===== config.mk =====
export PLATFORM = sky130hd
export DESIGN_NAME = pam3_pcs_receive_decoder_unit
export DESIGN_NICKNAME = d
export VERILOG_FILES = /design/src/prd_pkg.sv /design/src/prd_fifo.sv /design/src/prd_slicer.sv /design/src/prd_decoder.sv /design/src/pam3_pcs_receive_decoder_unit.sv
export SDC_FILE = /design/constraint.sdc
export NUM_CORES = 1
export LEC_CHECK = 0
export BUFFER_PORTS_ARGS = -buffer_cell sky130_fd_sc_hd__buf_4
export CORE_AREA = 3 3 130 132
export DETAILED_ROUTE_END_ITERATION = 8
export DIE_AREA = 0 0 133 135
export MAX_ROUTING_LAYER = met4
export PLACE_DENSITY = 0.8
export SYNTH_ARGS = -nofsm -noshare
export SYNTH_HDL_FRONTEND = slang
export SYNTH_SLANG_ARGS = --single-unit

===== constraint.sdc =====
create_clock -name clock -period 3.9 [get_ports clock]
set_input_delay 0.195 -clock clock [delete_from_list [all_inputs] [get_ports clock]]
set_output_delay 0.195 -clock clock [all_outputs]
set_load 0.02 [all_outputs]

===== src/prd_pkg.sv =====
// prd_pkg: shared types, constants and helpers of the PAM3 receive decoder
// depends on nothing; used by every module under src but prd_fifo
`default_nettype none

package prd_pkg;

   localparam int unsigned SAMPLE_W = 12;
   localparam int unsigned SCR_W    = 33;
   localparam int unsigned ADDR_W   = 5;
   localparam int unsigned DATA_W   = 32;

   // register indexes on the csr port (byte address = 4 * index)
   localparam logic [2:0] REG_MASTER_MODE = 3'd0;
   localparam logic [2:0] REG_UPPER_CUT_I = 3'd1;
   localparam logic [2:0] REG_LOWER_CUT_I = 3'd2;
   localparam logic [2:0] REG_UPPER_CUT_Q = 3'd3;
   localparam logic [2:0] REG_LOWER_CUT_Q = 3'd4;

   // reset values of the cut registers
   localparam logic signed [SAMPLE_W-1:0] CUT_UPPER_RST = 12'sd819;
   localparam logic signed [SAMPLE_W-1:0] CUT_LOWER_RST = -12'sd819;

   // preamble byte sent after an ssd
   localparam logic [7:0] PREAMBLE_BYTE = 8'h55;

   // result event codes
   localparam logic [1:0] EV_DATA      = 2'd0;
   localparam logic [1:0] EV_END_GOOD  = 2'd1;
   localparam logic [1:0] EV_END_ERROR = 2'd2;
   localparam logic [1:0] EV_ABORT     = 2'd3;

   // sliced ternary level
   typedef enum logic [1:0] {
      TRIT_ZERO = 2'd0,
      TRIT_POS  = 2'd1,
      TRIT_NEG  = 2'd2
   } trit_type;

   typedef struct packed {
      trit_type ci;
      trit_type cq;
   } symbol_type;

   typedef struct packed {
      logic [1:0] event_kind;
      logic [7:0] data_byte;
      logic [1:0] spare_bits;
      logic       is_locked;
   } result_type;

   // slicer thresholds and scrambler mode
   typedef struct packed {
      logic                       master_mode;
      logic signed [SAMPLE_W-1:0] upper_cut_i;
      logic signed [SAMPLE_W-1:0] lower_cut_i;
      logic signed [SAMPLE_W-1:0] upper_cut_q;
      logic signed [SAMPLE_W-1:0] lower_cut_q;
   } config_type;

   // 3b2t: ternary pair back to three data bits
   function automatic logic [2:0] pair_to_bits(symbol_type sym);
      logic [2:0] bits;
      bits = 3'd0;
      unique case (sym.ci)
         TRIT_NEG: begin
            unique case (sym.cq)
               TRIT_NEG:  bits = 3'd0;
               TRIT_ZERO: bits = 3'd1;
               TRIT_POS:  bits = 3'd2;
               default:   bits = 3'd0;
            endcase
         end
         TRIT_ZERO: bits = (sym.cq == TRIT_NEG) ? 3'd3 : 3'd4;
         TRIT_POS: begin
            unique case (sym.cq)
               TRIT_NEG:  bits = 3'd5;
               TRIT_ZERO: bits = 3'd6;
               TRIT_POS:  bits = 3'd7;
               default:   bits = 3'd0;
            endcase
         end
         default: bits = 3'd0;
      endcase
      return bits;
   endfunction

endpackage

`default_nettype wire


===== src/prd_fifo.sv =====
// prd_fifo: small first-in first-out queue of any packed item type
// depends on nothing
`default_nettype none

module prd_fifo #(
   parameter type         item_type = logic [7:0],
   parameter int unsigned DEPTH     = 2
) (
   input  wire logic     clock,
   input  wire logic     reset,
   input  wire logic     wr_en,
   input  item_type      wr_data,
   output logic          is_full,
   input  wire logic     rd_en,
   output item_type      rd_data,
   output logic          is_empty
);

   localparam int unsigned PTR_W = (DEPTH > 1) ? $clog2(DEPTH) : 1;
   localparam int unsigned CNT_W = $clog2(DEPTH + 1);
   localparam logic [PTR_W-1:0] LAST_PTR = PTR_W'(DEPTH - 1);
   localparam logic [CNT_W-1:0] FULL_CNT = CNT_W'(DEPTH);

   item_type         mem_ff [DEPTH];
   logic [PTR_W-1:0] wr_ptr_ff, wr_ptr_in;
   logic [PTR_W-1:0] rd_ptr_ff, rd_ptr_in;
   logic [CNT_W-1:0] count_ff, count_in;
   logic             do_wr, do_rd;

   assign is_full  = (count_ff == FULL_CNT);
   assign is_empty = (count_ff == '0);
   assign rd_data  = mem_ff[rd_ptr_ff];
   assign do_wr    = wr_en && !is_full;
   assign do_rd    = rd_en && !is_empty;

   // pointer and fill count update
   always_comb begin
      wr_ptr_in = wr_ptr_ff;
      rd_ptr_in = rd_ptr_ff;
      count_in  = count_ff;
      if (do_wr) begin
         wr_ptr_in = (wr_ptr_ff == LAST_PTR) ? '0 : wr_ptr_ff + 1'b1;
      end
      if (do_rd) begin
         rd_ptr_in = (rd_ptr_ff == LAST_PTR) ? '0 : rd_ptr_ff + 1'b1;
      end
      if (do_wr && !do_rd) begin
         count_in = count_ff + 1'b1;
      end else if (do_rd && !do_wr) begin
         count_in = count_ff - 1'b1;
      end
   end

   always_ff @(posedge clock) begin
      if (reset) begin
         wr_ptr_ff <= '0;
         rd_ptr_ff <= '0;
         count_ff  <= '0;
      end else begin
         wr_ptr_ff <= wr_ptr_in;
         rd_ptr_ff <= rd_ptr_in;
         count_ff  <= count_in;
      end
   end

   // storage, no reset
   always_ff @(posedge clock) begin
      if (do_wr) begin
         mem_ff[wr_ptr_ff] <= wr_data;
      end
   end

endmodule

`default_nettype wire


===== src/prd_slicer.sv =====
// prd_slicer: front end, slices an i/q sample pair to a ternary symbol
// depends on prd_pkg
`default_nettype none

module prd_slicer (
   input  wire logic signed [prd_pkg::SAMPLE_W-1:0] sample_i,
   input  wire logic signed [prd_pkg::SAMPLE_W-1:0] sample_q,
   input  prd_pkg::config_type                      cfg,
   output prd_pkg::symbol_type                      sym
);

   // in-phase and quadrature levels
   always_comb begin
      if (sample_i > cfg.upper_cut_i) begin
         sym.ci = prd_pkg::TRIT_POS;
      end else if (sample_i < cfg.lower_cut_i) begin
         sym.ci = prd_pkg::TRIT_NEG;
      end else begin
         sym.ci = prd_pkg::TRIT_ZERO;
      end
      if (sample_q > cfg.upper_cut_q) begin
         sym.cq = prd_pkg::TRIT_POS;
      end else if (sample_q < cfg.lower_cut_q) begin
         sym.cq = prd_pkg::TRIT_NEG;
      end else begin
         sym.cq = prd_pkg::TRIT_ZERO;
      end
   end

endmodule

`default_nettype wire


===== src/prd_decoder.sv =====
// prd_decoder: back end, descrambler lock, ssd/esd framing and byte packing
// depends on prd_pkg
`default_nettype none

module prd_decoder #(
   parameter int unsigned LOCK_IDLES          = 256,
   parameter int unsigned UNLOCK_ERRORS       = 16,
   parameter int unsigned ERROR_CLEAR_SYMBOLS = 1024
) (
   input  wire logic          clock,
   input  wire logic          reset,
   input  wire logic          master_mode,
   input  wire logic          sym_valid,
   input  prd_pkg::symbol_type sym,
   output logic               sym_take,
   input  wire logic          res_full,
   output logic               res_push,
   output prd_pkg::result_type res
);

   localparam int unsigned MW = $clog2(LOCK_IDLES + 2);
   localparam int unsigned EW = $clog2(UNLOCK_ERRORS + 2);
   localparam int unsigned CW = $clog2(ERROR_CLEAR_SYMBOLS + 2);
   localparam logic [MW-1:0] MATCH_LIM = MW'(LOCK_IDLES);
   localparam logic [EW-1:0] ERROR_LIM = EW'(UNLOCK_ERRORS);
   localparam logic [CW-1:0] CLEAN_LIM = CW'(ERROR_CLEAR_SYMBOLS);

   typedef enum logic [2:0] {
      PH_IDLE = 3'd0,
      PH_SSD1 = 3'd1,
      PH_SSD2 = 3'd2,
      PH_DATA = 3'd3,
      PH_ESD1 = 3'd4,
      PH_ESD2 = 3'd5
   } phase_type;

   phase_type                 phase_ff, phase_in;
   logic [prd_pkg::SCR_W-1:0] scr_ff, scr_in;
   logic [5:0]                acc_ff, acc_in;
   logic [1:0]                bcnt_ff, bcnt_in;
   logic [3:0]                low_ff, low_in;
   logic                      expect_low_ff, expect_low_in;
   logic                      lock_ff, lock_in;
   logic [MW-1:0]             match_ff, match_in;
   logic [EW-1:0]             err_ff, err_in;
   logic [CW-1:0]             clean_ff, clean_in;

   logic                      fb, zz, expect_bit, emit;
   logic [prd_pkg::SCR_W-1:0] scr_step;
   logic [2:0]                key, sd, bsum;
   logic [5:0]                acc_or;
   logic [3:0]                nib;
   prd_pkg::result_type       res_c;

   assign sym_take = sym_valid && !res_full;
   assign res_push = sym_take && emit;
   assign res      = res_c;

   assign fb       = scr_ff[32] ^ (master_mode ? scr_ff[12] : scr_ff[19]);
   assign scr_step = {scr_ff[prd_pkg::SCR_W-2:0], fb};
   assign zz       = (sym.ci == prd_pkg::TRIT_ZERO) && (sym.cq == prd_pkg::TRIT_ZERO);

   // expected scrambler bit for an idle symbol
   assign expect_bit = ((sym.ci == prd_pkg::TRIT_NEG) && (sym.cq == prd_pkg::TRIT_NEG))
                    || (sym.ci == prd_pkg::TRIT_ZERO)
                    || ((sym.ci == prd_pkg::TRIT_POS) && (sym.cq == prd_pkg::TRIT_POS));

   // descrambled data bits and packing
   assign key    = {scr_step[6] ^ scr_step[16], scr_step[3] ^ scr_step[8], scr_step[0]};
   assign sd     = prd_pkg::pair_to_bits(sym) ^ key;
   assign acc_or = acc_ff | ({3'd0, sd} << bcnt_ff);
   assign bsum   = {1'b0, bcnt_ff} + 3'd3;
   assign nib    = acc_or[3:0];

   // next state of one symbol
   always_comb begin
      phase_in      = phase_ff;
      scr_in        = scr_step;
      acc_in        = acc_ff;
      bcnt_in       = bcnt_ff;
      low_in        = low_ff;
      expect_low_in = expect_low_ff;
      lock_in       = lock_ff;
      match_in      = match_ff;
      err_in        = err_ff;
      clean_in      = (clean_ff <= CLEAN_LIM) ? clean_ff + 1'b1 : clean_ff;
      emit          = 1'b0;
      res_c         = '{event_kind: prd_pkg::EV_DATA, data_byte: 8'd0,
                        spare_bits: 2'd0, is_locked: lock_ff};

      unique case (phase_ff)
         PH_SSD1: phase_in = zz ? PH_SSD2 : PH_IDLE;
         PH_SSD2: begin
            if (!zz) begin
               phase_in = PH_IDLE;
            end else begin
               phase_in = PH_DATA;
               if (lock_ff) begin
                  emit               = 1'b1;
                  res_c.data_byte    = prd_pkg::PREAMBLE_BYTE;
                  res_c.spare_bits   = 2'd1;
                  acc_in             = 6'd1;
                  bcnt_in            = 2'd1;
                  low_in             = 4'd0;
                  expect_low_in      = 1'b1;
               end
            end
         end
         PH_DATA: begin
            if (zz) begin
               phase_in = PH_ESD1;
            end else if (lock_ff) begin
               if (bsum[2]) begin
                  acc_in        = {4'd0, acc_or[5:4]};
                  bcnt_in       = bsum[1:0];
                  low_in        = nib;
                  expect_low_in = !expect_low_ff;
                  if (!expect_low_ff) begin
                     emit             = 1'b1;
                     res_c.data_byte  = {nib, low_ff};
                     res_c.spare_bits = bsum[1:0];
                  end
               end else begin
                  acc_in  = acc_or;
                  bcnt_in = bsum[1:0];
               end
            end
         end
         PH_ESD1: begin
            if (zz) begin
               phase_in = PH_ESD2;
            end else begin
               phase_in = PH_IDLE;
               if (lock_ff) begin
                  emit             = 1'b1;
                  res_c.event_kind = prd_pkg::EV_ABORT;
               end
            end
         end
         PH_ESD2: begin
            phase_in = PH_IDLE;
            if (lock_ff) begin
               emit = 1'b1;
               if (sym.ci == prd_pkg::TRIT_POS && sym.cq == prd_pkg::TRIT_POS) begin
                  res_c.event_kind = prd_pkg::EV_END_GOOD;
               end else if (sym.ci == prd_pkg::TRIT_NEG && sym.cq == prd_pkg::TRIT_NEG) begin
                  res_c.event_kind = prd_pkg::EV_END_ERROR;
               end else begin
                  res_c.event_kind = prd_pkg::EV_ABORT;
               end
            end
         end
         default: begin
            if (zz) begin
               phase_in = PH_SSD1;
            end else begin
               phase_in = PH_IDLE;
               // idle alignment and lock tracking
               if (expect_bit == scr_step[0]) begin
                  if (match_ff <= MATCH_LIM) begin
                     match_in = match_ff + 1'b1;
                  end
                  if (clean_in > CLEAN_LIM) begin
                     clean_in = '0;
                     err_in   = '0;
                  end
                  if (match_in > MATCH_LIM && !lock_ff) begin
                     lock_in  = 1'b1;
                     err_in   = '0;
                     clean_in = '0;
                  end
               end else if (lock_ff) begin
                  clean_in = '0;
                  if (err_ff <= ERROR_LIM) begin
                     err_in = err_ff + 1'b1;
                  end
                  if (err_in > ERROR_LIM) begin
                     lock_in  = 1'b0;
                     match_in = '0;
                  end
               end else begin
                  match_in  = '0;
                  scr_in[0] = expect_bit;
               end
            end
         end
      endcase
   end

   always_ff @(posedge clock) begin
      if (reset) begin
         phase_ff      <= PH_IDLE;
         scr_ff        <= '0;
         acc_ff        <= '0;
         bcnt_ff       <= '0;
         low_ff        <= '0;
         expect_low_ff <= 1'b1;
         lock_ff       <= 1'b0;
         match_ff      <= '0;
         err_ff        <= '0;
         clean_ff      <= '0;
      end else if (sym_take) begin
         phase_ff      <= phase_in;
         scr_ff        <= scr_in;
         acc_ff        <= acc_in;
         bcnt_ff       <= bcnt_in;
         low_ff        <= low_in;
         expect_low_ff <= expect_low_in;
         lock_ff       <= lock_in;
         match_ff      <= match_in;
         err_ff        <= err_in;
         clean_ff      <= clean_in;
      end
   end

endmodule

`default_nettype wire


===== src/pam3_pcs_receive_decoder_unit.sv =====
// PAM3 receive decoder with side-stream descrambler (100BASE-T1 style PCS)
//
// Request channel: an i/q sample pair is one transfer, taken at a rising edge
// with push high and full low. Response channel: the oldest result sits on the
// rsp_ ports while empty is low and is taken at an edge with pop high.
// Each symbol gives zero or one result: a data byte, a frame end (good or
// error esd) or an abort for a malformed esd.
// A taken symbol waits in the symbol queue. While the result queue has room,
// one symbol per cycle is sustained: the decoder state machine retires one
// queued symbol each cycle and puts its result there, shown by empty low.
// A stalled response side fills the two-entry result queue, then the
// two-entry symbol queue, and then full goes high; nothing is dropped.
// Reset (synchronous, active high) empties both queues, unlocks the
// descrambler, returns to idle and loads the register reset values.
// Registers sit on an apb port at byte address 4 * index: master_mode,
// upper_cut_i, lower_cut_i, upper_cut_q, lower_cut_q. pready is always high.
// Depends on prd_pkg, prd_slicer, prd_fifo and prd_decoder.
`default_nettype none

module pam3_pcs_receive_decoder_unit #(
   parameter int unsigned LOCK_IDLES          = 256,
   parameter int unsigned UNLOCK_ERRORS       = 16,
   parameter int unsigned ERROR_CLEAR_SYMBOLS = 1024
) (
   input  wire logic                                clock,
   input  wire logic                                reset,
   // request channel
   input  wire logic                                push,
   output logic                                     full,
   input  wire logic signed [prd_pkg::SAMPLE_W-1:0] req_sample_i,
   input  wire logic signed [prd_pkg::SAMPLE_W-1:0] req_sample_q,
   // response channel
   output logic                                     empty,
   input  wire logic                                pop,
   output logic [1:0]                               rsp_event_kind,
   output logic [7:0]                               rsp_data_byte,
   output logic [1:0]                               rsp_spare_bits,
   output logic                                     rsp_is_locked,
   // configuration port
   input  wire logic                                psel,
   input  wire logic                                penable,
   input  wire logic                                pwrite,
   input  wire logic [prd_pkg::ADDR_W-1:0]          paddr,
   input  wire logic [prd_pkg::DATA_W-1:0]          pwdata,
   output logic [prd_pkg::DATA_W-1:0]               prdata,
   output logic                                     pready
);

   localparam int unsigned QUEUE_DEPTH = 2;

   prd_pkg::config_type cfg_ff, cfg_in;
   prd_pkg::symbol_type sym_in, sym_out;
   prd_pkg::result_type res, res_out;
   logic                sym_empty, sym_take, res_full, res_push;
   logic                cfg_wr;
   logic [2:0]          reg_idx;

   assign pready  = 1'b1;
   assign cfg_wr  = psel && penable && pwrite && pready;
   assign reg_idx = paddr[4:2];

   // register write decode
   always_comb begin
      cfg_in = cfg_ff;
      if (cfg_wr) begin
         unique case (reg_idx)
            prd_pkg::REG_MASTER_MODE: cfg_in.master_mode = pwdata[0];
            prd_pkg::REG_UPPER_CUT_I: cfg_in.upper_cut_i = pwdata[prd_pkg::SAMPLE_W-1:0];
            prd_pkg::REG_LOWER_CUT_I: cfg_in.lower_cut_i = pwdata[prd_pkg::SAMPLE_W-1:0];
            prd_pkg::REG_UPPER_CUT_Q: cfg_in.upper_cut_q = pwdata[prd_pkg::SAMPLE_W-1:0];
            prd_pkg::REG_LOWER_CUT_Q: cfg_in.lower_cut_q = pwdata[prd_pkg::SAMPLE_W-1:0];
            default:                  cfg_in = cfg_ff;
         endcase
      end
   end

   always_ff @(posedge clock) begin
      if (reset) begin
         cfg_ff <= '{master_mode: 1'b1,
                    upper_cut_i: prd_pkg::CUT_UPPER_RST,
                    lower_cut_i: prd_pkg::CUT_LOWER_RST,
                    upper_cut_q: prd_pkg::CUT_UPPER_RST,
                    lower_cut_q: prd_pkg::CUT_LOWER_RST};
      end else begin
         cfg_ff <= cfg_in;
      end
   end

   // register read back, cuts sign extended
   always_comb begin
      unique case (reg_idx)
         prd_pkg::REG_MASTER_MODE: prdata = {31'd0, cfg_ff.master_mode};
         prd_pkg::REG_UPPER_CUT_I: prdata = 32'(cfg_ff.upper_cut_i);
         prd_pkg::REG_LOWER_CUT_I: prdata = 32'(cfg_ff.lower_cut_i);
         prd_pkg::REG_UPPER_CUT_Q: prdata = 32'(cfg_ff.upper_cut_q);
         prd_pkg::REG_LOWER_CUT_Q: prdata = 32'(cfg_ff.lower_cut_q);
         default:                  prdata = '0;
      endcase
   end

   // front end: slicing into the symbol queue
   prd_slicer u_slicer (
      .sample_i (req_sample_i),
      .sample_q (req_sample_q),
      .cfg      (cfg_ff),
      .sym      (sym_in)
   );

   prd_fifo #(
      .item_type (prd_pkg::symbol_type),
      .DEPTH     (QUEUE_DEPTH)
   ) u_sym_queue (
      .clock    (clock),
      .reset    (reset),
      .wr_en    (push),
      .wr_data  (sym_in),
      .is_full  (full),
      .rd_en    (sym_take),
      .rd_data  (sym_out),
      .is_empty (sym_empty)
   );

   // back end: framing and descrambling
   prd_decoder #(
      .LOCK_IDLES          (LOCK_IDLES),
      .UNLOCK_ERRORS       (UNLOCK_ERRORS),
      .ERROR_CLEAR_SYMBOLS (ERROR_CLEAR_SYMBOLS)
   ) u_decoder (
      .clock       (clock),
      .reset       (reset),
      .master_mode (cfg_ff.master_mode),
      .sym_valid   (!sym_empty),
      .sym         (sym_out),
      .sym_take    (sym_take),
      .res_full    (res_full),
      .res_push    (res_push),
      .res         (res)
   );

   // result queue toward the response side
   prd_fifo #(
      .item_type (prd_pkg::result_type),
      .DEPTH     (QUEUE_DEPTH)
   ) u_res_queue (
      .clock    (clock),
      .reset    (reset),
      .wr_en    (res_push),
      .wr_data  (res),
      .is_full  (res_full),
      .rd_en    (pop),
      .rd_data  (res_out),
      .is_empty (empty)
   );

   assign rsp_event_kind = res_out.event_kind;
   assign rsp_data_byte  = res_out.data_byte;
   assign rsp_spare_bits = res_out.spare_bits;
   assign rsp_is_locked  = res_out.is_locked;

endmodule

`default_nettype wire


Yosys cells after proc, flatten, opt, wreduce, memory -nomap -nowiden

Memories as Yosys holds them, arrays and structs flattened. A register that Yosys moved wholly into a read port is not among the register bits.
Index checks and enable logic that the tools add are counted.

$add $sub $neg: 12
Magnitude comparators: 10
Equal/unequal tests: 25
Shift operators: 1
Multiplexer cells: 107
Bitwise operators: 7
Reductions and logical operators: 49

Operators with widths:

| cell                    | count |
|---|---|
| $pmux W32 S5            | 1 |
| $mux W9                 | 9 |
| $mux W11                | 7 |
| $mux W5                 | 9 |
| $mux W10                | 4 |
| $mux W2                 | 18 |
| $mux W1                 | 35 |
| $mux W6                 | 5 |
| $gt A12 B12 Y1          | 2 |
| $lt A12 B12 Y1          | 2 |
| $mux W4                 | 5 |
| $pmux W10 S2            | 1 |
| $pmux W3 S3             | 2 |
| $logic_and A1 B1 Y1     | 16 |
| $pmux W3 S5             | 1 |
| $eq A3 B2 Y1 const B    | 4 |
| $pmux W2 S2             | 3 |
| $pmux W6 S2             | 1 |
| $reduce_and A2 Y1       | 6 |
| $add A11 B1 Y11 const B | 1 |
| $gt A11 B11 Y1 const B  | 1 |
| $le A11 B11 Y1 const B  | 1 |
| $logic_not A1 Y1        | 10 |
| $ne A2 B1 Y1 const B    | 5 |
| other kinds (35)        | 62 |

Flip-flop bits (word level): 132
RAM bits: 34
Bits of input ports: 68
Output and inout bits: 48
Logic and storage cells: 234
Memories kept: 2

Memory list:

| name               | words | bits a word | rd ports | clocked after memory_dff | write ports | line           | text |
|---|---|---|---|---|---|---|---|
| u_res_queue.mem_ff | 2     | 13          | 1        | 1                        | 1           | prd_fifo.sv:24 | `item_type mem_ff [DEPTH];` |
| u_sym_queue.mem_ff | 2     | 4           | 1        | 1                        | 1           | prd_fifo.sv:24 |  |

Logic depth before layout (Yosys ltp)

Depth after elaboration: 14
Depth in mapped cells: 14

Cells and area by module

From an unflattened synthesis, not the netlist that was laid out.

Cell total of the unflattened synthesis: 1121
Area total of the unflattened synthesis: 9706.8 sq um

Modules (own cells, without submodules):

| module                        | instances | cells an instance | area an instance (sq um) | seq. area each (sq um) |
|---|---|---|---|---|
| prd_decoder                   | 1         | 575               | 4319.1                   | 1501.4 |
| pam3_pcs_receive_decoder_unit | 1         | 283               | 2541.2                   | 980.9 |
| prd_slicer                    | 1         | 161               | 1193.6                   | 0.0 |
| prd_fifo at u_res_queue       | 1         | 65                | 1149.9                   | 880.8 |
| prd_fifo at u_sym_queue       | 1         | 37                | 503.0                    | 340.3 |

Worst setup path after synthesis

OpenSTA, ideal clock, no wires.

Path kind: register to register
Start point: register (tool-made name)
End point: memory u_res_queue.mem_ff[0][0] (netlist name) (enable)
Library setup time: 0.384 ns
Arrival: 2.536 ns
Required time: 3.516 ns
Path slack: 0.980 ns
Stages on the path, launching flop included: 9
Buffers on the path: 1
Clock period less this slack: 2.920 ns
Cells stage by stage: dfxtp_1 -> buf_4 -> mux2i_1 -> ha_1 -> o21ai_0 -> nor2_1 -> or4_1 -> a21oi_1 -> nor2b_1

RTL lines:

| item          | line |
|---|---|
| end, declared | prd_fifo.sv:24 |

==> flow_metrics.env <==
export IMPL_fmax_ghz=0.2896
export IMPL_netlist_area_um2=9271
export IMPL_required_ns=4.24
export IMPL_syn2layout_area_growth_pct=12.63
export IMPL_cts_tree="done"
export IMPL_hold_class="in -> reg"
export IMPL_finalMaxSlewViolations=0
export IMPL_route_detailed_drc=0
export IMPL_max_cap_violations=0
export IMPL_io_buffer_count=92
export IMPL_ctsRootBufferMaster="clkbuf_16"
export IMPL_fin_crit_sh_pct=88.53
export IMPL_synth_main_ff_cell="dfxtp_1"
export IMPL_dr_pass1_iters=5
export IMPL_ff_latch_area_um2=3704
export IMPL_cp_slowest_cell="dfxtp_1"
export IMPL_syn_avg_cell_area_um2=8.483
export IMPL_total_leakage_power_nw=4.063
export IMPL_cts_buffers=17
export IMPL_fin_nets=1257
export IMPL_path_class="reg -> reg"
export IMPL_hold_buffers=0
export IMPL_cts_buffer_depth=2
export IMPL_hold_depth=3
export IMPL_critical_path_cell_count=11
export IMPL_cts_sinks=168
export IMPL_outcome="finished clean"
export IMPL_critPathArrivalTime_ns=3.80
export IMPL_gp_congestion=1.014
export IMPL_num_io_pins=116
export IMPL_rows=46
export IMPL_dp_final_hpwl_um=14830
export IMPL_fin_setup_tns_ns=0
export IMPL_endpoint_kind="flip-flop"
export IMPL_routedWlPerCell_um=15.28
export IMPL_cp_max_fo=9
export IMPL_worst_pin_slew_ns=0.9086
export IMPL_grt_max_degree=78
export IMPL_hold_viol=0
export IMPL_reg2reg_depth=11
export IMPL_ys_ff_latch=168
export IMPL_ys_seq_area_share_pct=39.95
export IMPL_power_density_nw_per_um2=455.0
export IMPL_cts_clk_slew_worst_paths_ns=0.07
export IMPL_synth_edf_count=34
export IMPL_synth_warning_count=0
export IMPL_syn_nets=1221
export IMPL_initial_utilization_pct=58.58
export IMPL_ir_worst_vdd_mv=0.3683
export IMPL_die_w_um=133
export IMPL_h_tree_depth=4
export IMPL_crit_buf_inv=1
export IMPL_die_y_um=135
export IMPL_multi_input_area_um2=4895
export IMPL_crit_chain="mux2i_1 -> inv_1 -> ha_1 -> nor2b_1 -> o32a_1 -> nor3b_1 -> o32ai_1 -> a211oi_2 -> o221ai_2 -> or2_1 -> o31ai_1"
export IMPL_coreArea_um2=15830
export IMPL_clock_latency_ns=0.43
export IMPL_ant_nets=0
export IMPL_post_cts_buffers=0
export IMPL_layout_drive_gt1_share_pct=14.80
export IMPL_syn_inst=1093
export IMPL_grt_pass1_vias=7191
export IMPL_async_reset_ff_share_pct=0
export IMPL_groute_usage_overall_pct=23.85
export IMPL_cp_top_family="compound AO/OA/AOI/OAI gates"
export IMPL_grt_first_pass_wirelength_um=34480
export IMPL_dpl_worst_slack_ns=0.4805
export IMPL_num_vias=7709
export IMPL_via_per_inst=5.677
export IMPL_start_kind="flip-flop"
export IMPL_cpPeakStageDelay_ns=0.53
export IMPL_grt_overflow_total=0
export IMPL_cts_resized=0
export IMPL_antenna_found_initial=0
export IMPL_die_area_um2=17960
export IMPL_fin_skew_ns=0.01422
export IMPL_worst_slack_ns=0.4472
export IMPL_setup_violations=0
export IMPL_timing_final_crit_period_ns=3.453
export IMPL_num_antenna_cells=0
export IMPL_maxSlewHeadroom_pct=39.30
export IMPL_rsz0062_at_grt="false"
export IMPL_drt_iter0_drc=520
export IMPL_drt_total_wl_um=20760
export IMPL_synth_cell_types=74
export IMPL_final_fill_count=1289
metal layers:
layer	share of wire, %	global-route usage [%]	vias up
li1	-	-	3899
met3	4.4	3.651	23
met4	1.6	7.910	0
met5	0	-	-
met2	48	37.78	187
met1	46	31.56	3600
sequential cells by signal, indices dropped and copies added, names as in the netlist, 3 cells and up, named ones only:
signal,cells
u_decoder.low_ff,4
u_res_queue.mem_ff,26
cfg_ff,49
u_decoder.scr_ff,33
u_decoder.acc_ff,6
u_sym_queue.mem_ff,8
u_decoder.err_ff,5
u_decoder.phase_ff,3
u_decoder.match_ff,9
u_decoder.clean_ff,11
report_power, final:
group / switching, mW / internal, mW / leakage, nW
logic: 0.767 / 0.447 / 2.42
clock network: 0.747 / 0.844 / 0.274
registers: 0.0988 / 1.85 / 1.37
final timing paths:
kind	start	endpoint	slack [ns]
max reg2reg	flip-flop	u_decoder.clean_ff[6]	0.45
min reg2reg	u_decoder.scr_ff[18]	u_decoder.scr_ff[19]	0.45
min	pwdata[3]	cfg_ff[3]	0.02
max	flip-flop	u_decoder.clean_ff[6]	0.45
cells by family (layout without fill, tap and decap cells):
| group | after synthesis | count (layout) | synth area share [%] |
|---|---|---|---|
| and+or+nand+nor | 382 | 382 | 19.16 |
| AOI/OAI and AO/OA | 262 | 262 | 18.23 |
| DFF | 168 | 168 | 39.95 |
| buffers and inverters | 154 | 203 | 7.328 |
| adders and majority gates | 60 | 60 | 8.097 |
| muxes | 44 | 44 | 5.115 |
| xor gates and xnor gates | 22 | 22 | 2.078 |
| other | 1 | 1 | 0.04045 |
cells in the mapped netlist, types with 10 or more instances:
library cell	instances	area [um^2]
o21a_1	13	97.59
edfxtp_1	34	1021
buf_4	22	165.2
nor2b_1	14	87.58
o211ai_1	26	195.2
xnor2_1	12	105.1
nand3_1	18	90.09
xor2_1	10	87.58
a211oi_1	12	90.09
nand2_1	180	675.7
nor3_1	22	110.1
a21oi_1	79	395.4
nor2_1	67	251.5
mux2_2	19	214.0
ha_1	60	750.7
dfxtp_1	134	2683
nor4_1	12	75.07
a22oi_1	13	97.59
mux2i_1	23	230.2
o21ai_0	54	270.3
clkbuf_1	53	198.9
inv_1	70	262.8
placed cells by master, fill, tap and decap left out, types with 10 or more instances in the layout:
| master | count |
|---|---|
| a211oi_1 | 12 |
| a21oi_1 | 79 |
| a22oi_1 | 13 |
| buf_4 | 100 |
| clkbuf_16 | 17 |
| dfxtp_1 | 134 |
| edfxtp_1 | 34 |
| ha_1 | 60 |
| inv_1 | 70 |
| mux2_2 | 19 |
| mux2i_1 | 23 |
| nand2_1 | 180 |
| nand3_1 | 18 |
| nor2_1 | 67 |
| nor2b_1 | 14 |
| nor3_1 | 22 |
| nor4_1 | 12 |
| o211ai_1 | 26 |
| o21a_1 | 13 |
| o21ai_0 | 53 |
| xnor2_1 | 12 |
| xor2_1 | 10 |
worst reg2reg max path, cell delays in order (launching register included):
cell and delay (ns):
dfxtp_1 0.53, mux2i_1 0.35, inv_1 0.13, ha_1 0.25, nor2b_1 0.12, o32a_1 0.20, nor3b_1 0.39, o32ai_1 0.18
a211oi_2 0.38, o221ai_2 0.28, or2_1 0.33, o31ai_1 0.22
metrics by stage:
step / instances / cell area, um^2 / util [%] / power (mW) / hold WS [ns]
floorplan: 1093 / 9271 / - / 2.903 / 0.3190
global placement: 1326 / 9886 / 62.46 / 3.155 / 0.4377
detailed placement: 1326 / 9886 / 62.46 / 3.183 / 0.4443
CTS: 1358 / 10440 / 65.98 / 4.773 / 0.01132
global route: 1358 / 10440 / 65.98 / 4.994 / 0.02290
finish: 1358 / 10440 / 65.98 / 4.751 / 0.02485
layout make-up:
class | count | area share [%]
well taps | 216 | 2.588
inverters | 71 | 2.552
clock inverters | 14 | 1.222
multi-input cells | 771 | 46.87
clock buffers | 18 | 4.110
repair buffers | 100 | 7.189
flip-flops and latches | 168 | 35.47
No activity file was read; power rests on OpenSTA's default activity.
